## src/rtl/u2a_pkg.sv

```systemverilog
package u2a_pkg;

  // number of decimal digit cells; 32 bits never need more than ten
  localparam int unsigned NumCells  = 10;
  localparam int unsigned DigitW    = 4;
  localparam int unsigned ValueW    = 32;
  // binary bits fed into the cell row per conversion cycle
  localparam int unsigned StepBits  = 4;
  localparam int unsigned ConvSteps = ValueW / StepBits;
  localparam int unsigned HexDigits = ValueW / DigitW;
  localparam int unsigned CharW     = 7;
  localparam int unsigned CntW      = $clog2(ConvSteps);
  localparam int unsigned RemW      = $clog2(NumCells + 1);

  // ascii base codes
  localparam logic [CharW-1:0] CharZero  = 7'd48;
  localparam logic [CharW-1:0] CharAlpha = 7'd55;  // 'A' minus ten

  // per-cycle command to every cell of the row
  typedef struct packed {
    logic load;   // take load digit
    logic conv;   // StepBits shift-add-3 steps, one bit each
    logic shift;  // take the lower neighbor's digit
  } cell_ctrl_t;

  // ascii code of one digit, upper case for hex
  function automatic logic [CharW-1:0] digit_code(input logic [DigitW-1:0] d);
    logic [CharW-1:0] ext;
    ext = {{(CharW-DigitW){1'b0}}, d};
    if (d < DigitW'(10)) begin
      digit_code = CharZero + ext;
    end else begin
      digit_code = CharAlpha + ext;
    end
  endfunction

endpackage

```

## src/rtl/unsigned_to_ascii_digits_core.sv

```systemverilog
// channel  | dir | tdata                  | tuser       | tlast
// s_axis   | in  | [31:0] value           | [0] use_hex | -
// m_axis   | out | [6:0] digit_char, [7]0 | -           | last_digit
//
// decimal: after the accept, the cell row converts 4 bits per cycle in StConv, then
// StEmit scans the digit cells, most significant first, one cell per step.
// hex: nibbles load straight into the cells and StConv is skipped.
// the output register holds a digit while m_axis stalls; the scan waits.
// reset clears the control state only; the cells need no reset.
module unsigned_to_ascii_digits_core
  import u2a_pkg::*;
(
  input  logic        clk_i,
  input  logic        rst_ni,
  input  logic        s_axis_tvalid_i,
  output logic        s_axis_tready_o,
  input  logic [31:0] s_axis_tdata_i,   // [31:0] value
  input  logic [0:0]  s_axis_tuser_i,   // [0] use_hex
  output logic        m_axis_tvalid_o,
  input  logic        m_axis_tready_i,
  output logic [7:0]  m_axis_tdata_o,   // [6:0] digit_char, [7] zero
  output logic        m_axis_tlast_o
);

  typedef enum logic [1:0] {
    StIdle,
    StConv,
    StEmit
  } state_e;

  state_e           state_q;
  logic [ValueW-1:0] val_q;
  logic [CntW-1:0]  cnt_q;
  logic [RemW-1:0]  rem_q;
  logic             seen_q;
  logic             out_valid_q;
  logic [CharW-1:0] out_char_q;
  logic             out_last_q;

  cell_ctrl_t        cell_ctrl;
  logic [DigitW-1:0]   cell_digit [NumCells];
  logic [StepBits-1:0] cell_bits  [NumCells];
  logic [StepBits-1:0] feed_bits;

  logic accept, out_free, top_zero, skip, step, emit;

  assign accept   = s_axis_tvalid_i && (state_q == StIdle);
  assign out_free = !out_valid_q || m_axis_tready_i;
  assign top_zero = (cell_digit[NumCells-1] == '0);
  assign skip     = !seen_q && top_zero && (rem_q != RemW'(1));
  assign step     = (state_q == StEmit) && (skip || out_free);
  assign emit     = step && !skip;

  // cell row command
  always_comb begin
    cell_ctrl.load  = accept;
    cell_ctrl.conv  = (state_q == StConv);
    cell_ctrl.shift = step;
  end

  // top bits of the value, most significant first
  always_comb begin
    for (int j = 0; j < StepBits; j++) begin
      feed_bits[j] = val_q[ValueW-1-j];
    end
  end

  // row of digit cells, cell 0 the least significant
  for (genvar i = 0; i < NumCells; i++) begin : g_cell
    logic [DigitW-1:0]   load_digit;
    logic [DigitW-1:0]   lower_digit;
    logic [StepBits-1:0] lower_bits;

    if (i < HexDigits) begin : g_hex
      assign load_digit = s_axis_tuser_i[0] ? s_axis_tdata_i[i*DigitW +: DigitW] : '0;
    end else begin : g_pad
      assign load_digit = '0;
    end

    if (i == 0) begin : g_first
      assign lower_digit = '0;
      assign lower_bits  = feed_bits;
    end else begin : g_next
      assign lower_digit = cell_digit[i-1];
      assign lower_bits  = cell_bits[i-1];
    end

    u2a_cell u_cell (
      .clk_i        (clk_i),
      .ctrl_i       (cell_ctrl),
      .load_digit_i (load_digit),
      .shift_digit_i(lower_digit),
      .bits_i       (lower_bits),
      .digit_o      (cell_digit[i]),
      .bits_o       (cell_bits[i])
    );
  end

  // sequencer and output register
  always_ff @(posedge clk_i or negedge rst_ni) begin
    if (!rst_ni) begin
      state_q     <= StIdle;
      cnt_q       <= '0;
      rem_q       <= '0;
      seen_q      <= 1'b0;
      out_valid_q <= 1'b0;
    end else begin
      if (emit) begin
        out_valid_q <= 1'b1;
      end else if (out_valid_q && m_axis_tready_i) begin
        out_valid_q <= 1'b0;
      end
      case (state_q)
        StIdle: begin
          if (accept) begin
            cnt_q  <= '0;
            rem_q  <= RemW'(NumCells);
            seen_q <= 1'b0;
            state_q <= s_axis_tuser_i[0] ? StEmit : StConv;
          end
        end
        StConv: begin
          cnt_q <= cnt_q + CntW'(1);
          if (cnt_q == CntW'(ConvSteps - 1)) begin
            state_q <= StEmit;
          end
        end
        StEmit: begin
          if (step) begin
            rem_q <= rem_q - RemW'(1);
            if (emit) begin
              seen_q <= 1'b1;
            end
            if (rem_q == RemW'(1)) begin
              state_q <= StIdle;
            end
          end
        end
        default: begin
          state_q <= StIdle;
        end
      endcase
    end
  end

  // value shifter and output payload
  always_ff @(posedge clk_i) begin
    if (accept) begin
      val_q <= s_axis_tdata_i;
    end else if (state_q == StConv) begin
      val_q <= {val_q[ValueW-StepBits-1:0], {StepBits{1'b0}}};
    end
    if (emit) begin
      out_char_q <= digit_code(cell_digit[NumCells-1]);
      out_last_q <= (rem_q == RemW'(1));
    end
  end

  assign s_axis_tready_o = (state_q == StIdle);
  assign m_axis_tvalid_o = out_valid_q;
  assign m_axis_tdata_o  = {1'b0, out_char_q};
  assign m_axis_tlast_o  = out_last_q;

endmodule

```

## src/rtl/u2a_cell.sv

```systemverilog
module u2a_cell
  import u2a_pkg::*;
(
  input  logic                clk_i,
  input  cell_ctrl_t          ctrl_i,
  input  logic [DigitW-1:0]   load_digit_i,
  input  logic [DigitW-1:0]   shift_digit_i,  // digit of the lower neighbor
  input  logic [StepBits-1:0] bits_i,         // bit j enters at step j
  output logic [DigitW-1:0]   digit_o,
  output logic [StepBits-1:0] bits_o          // carries to the upper neighbor
);

  logic [DigitW-1:0] digit_q, digit_d;
  logic [DigitW-1:0] conv_digit;

  // shift-add-3 steps on this digit
  always_comb begin
    logic [DigitW-1:0] d;
    logic [DigitW-1:0] a;
    d = digit_q;
    for (int j = 0; j < StepBits; j++) begin
      a = (d >= DigitW'(5)) ? d + DigitW'(3) : d;
      bits_o[j] = a[DigitW-1];
      d = {a[DigitW-2:0], bits_i[j]};
    end
    conv_digit = d;
  end

  // digit select
  always_comb begin
    digit_d = digit_q;
    if (ctrl_i.load) begin
      digit_d = load_digit_i;
    end else if (ctrl_i.conv) begin
      digit_d = conv_digit;
    end else if (ctrl_i.shift) begin
      digit_d = shift_digit_i;
    end
  end

  always_ff @(posedge clk_i) begin
    digit_q <= digit_d;
  end

  assign digit_o = digit_q;

endmodule

```

## config.mk

```make
export PLATFORM = sky130hd
export DESIGN_NAME = unsigned_to_ascii_digits_core
export DESIGN_NICKNAME = d
export VERILOG_FILES = /design/src/rtl/u2a_pkg.sv /design/src/rtl/unsigned_to_ascii_digits_core.sv /design/src/rtl/u2a_cell.sv
export SDC_FILE = /design/constraint.sdc
export NUM_CORES = 1
export LEC_CHECK = 0
export ABC_CLOCK_PERIOD_IN_PS = 7270
export CORE_ASPECT_RATIO = 0.7
export CORE_UTILIZATION = 41
export DETAILED_ROUTE_END_ITERATION = 12
export DONT_BUFFER_PORTS = 1
export GPL_TIMING_DRIVEN = 0
export PLACE_DENSITY = 0.55
export SLEW_MARGIN = 20
export SYNTH_ARGS = -nofsm -noshare
export SYNTH_HDL_FRONTEND = slang
export SYNTH_HIERARCHICAL = 1
export SYNTH_SLANG_ARGS = --single-unit
```

## constraint.sdc

```tcl
create_clock -name clk_i -period 7.27 [get_ports clk_i]
set_input_delay 1.0905 -clock clk_i [delete_from_list [all_inputs] [get_ports clk_i]]
set_output_delay 1.0905 -clock clk_i [all_outputs]
set_load 0.005 [all_outputs]
```

==> flow_summary.json <==
{
  "outcome": "complete, no violations",
  "fp.dieArea_um2": 23910,
  "final_common_cell": "nand2_1",
  "clk_path_buf_depth": 2,
  "wl_per_cell_um": 14.66,
  "cp-end-kind": "flip-flop",
  "syn_avg_cell_area_um2": 8.875,
  "crit_required_ns": 7.37,
  "drt_wl_total_mm": 20.77,
  "cp-start-kind": "flip-flop",
  "place_area_um2": 9987,
  "overflow": 0,
  "grt_pass1_vias": 6794,
  "slew_violations": 0,
  "criticalPathCategory": "flip-flop to flip-flop",
  "antenna_cells": 0,
  "grt_use_total_pct": 17.92,
  "pin_count": 48,
  "drive_gt1_share_pct": 11.32,
  "cts_tree": "built",
  "postCtsSetupBuffers": 0,
  "htree_num_levels": 3,
  "num_rows": 46,
  "max_stage_delay_ns": 0.44,
  "insertion_delay_ns": 0.36,
  "cts_sinks": 91,
  "rsz0062_at_grt": "no",
  "cts.repair.resized": 0,
  "fmax_mhz": 197.9,
  "cp.arrival_ns": 5.15,
  "hold_path.class": "input port to async pin",
  "slew_headroom_pct": 35.23,
  "coreArea_um2": 22730,
  "crit_slowest_cell": "edfxtp_1",
  "min_period_ns": 5.052,
  "most-common-layout-cells": "124 x nand2_1, 110 x inv_1, 86 x ha_1",
  "drv_cap": 0,
  "ys_warn_count": 6,
  "final-setup-viol-count": 0,
  "holdBufCountCts": 0,
  "path_cells": "inv_1, ha_1, nand2b_1, a21oi_1, xnor2_1, ha_1, a221oi_1, a211oi_2, xnor2_1, inv_1, ha_1, nor2b_1, or2b_1, mux2i_1, inv_1, ha_1, nand2b_1, nand2b_1, o211ai_2, mux2i_1, a221o_1",
  "syn_inst": 1076,
  "finalSetupTns_ns": 0,
  "whs_ns": 0.4207,
  "grt_max_degree": 33,
  "nNetsFinal": 1222,
  "critPathMaxFanout": 5,
  "die_h_um": 129.7,
  "path_clk_slew_ns": 0.07,
  "fp.dieW_um": 184.4,
  "cts_buffers": 9,
  "grt_pass1_wl_mm": 34.16,
  "drc": 0,
  "ant_nets": 0,
  "area_delta_synth_final_pct": 7.665,
  "final_area_um2": 10280,
  "vias": 7316,
  "fin_crit_sh_pct": 69.49,
  "finalHoldViolCount": 0,
  "gp_congestion": 0.8075,
  "drtPass1Iterations": 5,
  "drt_iter0_drc": 471,
  "start_util_pct": 42.00,
  "cpMostUsedCell": "ha_1",
  "cts-root-buf": "clkbuf_16",
  "tightest_slew_ns": 0.9680,
  "vias_per_cell": 5.167,
  "synth_area_um2": 9549,
  "antenna_found_initial": 0,
  "port_buffers": 0,
  "dp_hpwl_mm": 16.01,
  "fin_skew_ns": 0.01259
}
-- worst paths after layout --
path	start	endpoint	slack [ns]	cells after the start
max in group asynchronous	rst_ni	cnt_q[0]	6.76	0
min	rst_ni	rem_q[0]	0.42	0
max	g_cell[0].u_cell/digit_o[0]	g_cell[1].u_cell/digit_o[2]	2.22	21
max reg2reg	g_cell[0].u_cell/digit_o[0]	g_cell[1].u_cell/digit_o[2]	2.22	21
min reg2reg	rem_q[3]	rem_q[3]	0.49	1
min in group clk_i	rem_q[3]	rem_q[3]	0.49	1
-- through the flow --
step           util [%]  std cells  setup slack [ns]
3_5_place_dp      43.93       1400             2.303
5_1_grt           45.22       1416             1.787
3_3_place_gp      43.92       1400             2.314
4_1_cts           45.22       1416             2.264
6_report          45.22       1416             2.218
2_1_floorplan         -       1088             3.052
-- layer usage --
metal	vias up	wire [um]	global-route usage [%]
li1	3863	-	-
met1	3342	10960	25.81
met2	98	8491	26.90
met3	13	1073	4.413
met4	0	238	3.922
met5	-	0	0
-- state kept, by name, summed over array words and instances, names as in the netlist --
name	flops
val_q	32
seen_q	1
m_axis_tvalid_o	1
state_q	2
out_char_q	7
m_axis_tlast_o	1
rem_q	4
g_cell.u_cell/digit_o	40
cnt_q	3
-- worst max-delay path: cells and delay by family (launching register included) --
kind            cells  cell delay, ns
fa+ha+maj           4            1.03
compound gates      5            1.23
flops               1            0.44
simple gates        5            0.73
xor+xnor            2            0.42
mux                 2            0.54
buf+inv             3            0.39
-- cell type report --
class	count	area [um2]
Fill cell	2226	12450
Multi-Input combinational cell	854	6372
Sequential cell	91	2678
Inverter	111	416.7
Tap cell	312	390.4
Clock buffer	9	225.2
Buffer	32	130.1
Clock inverter	7	68.82
Power is left out: the tool's default activity adds up to more than one toggle a clock period on the data nets, which glitch-free logic cannot reach.
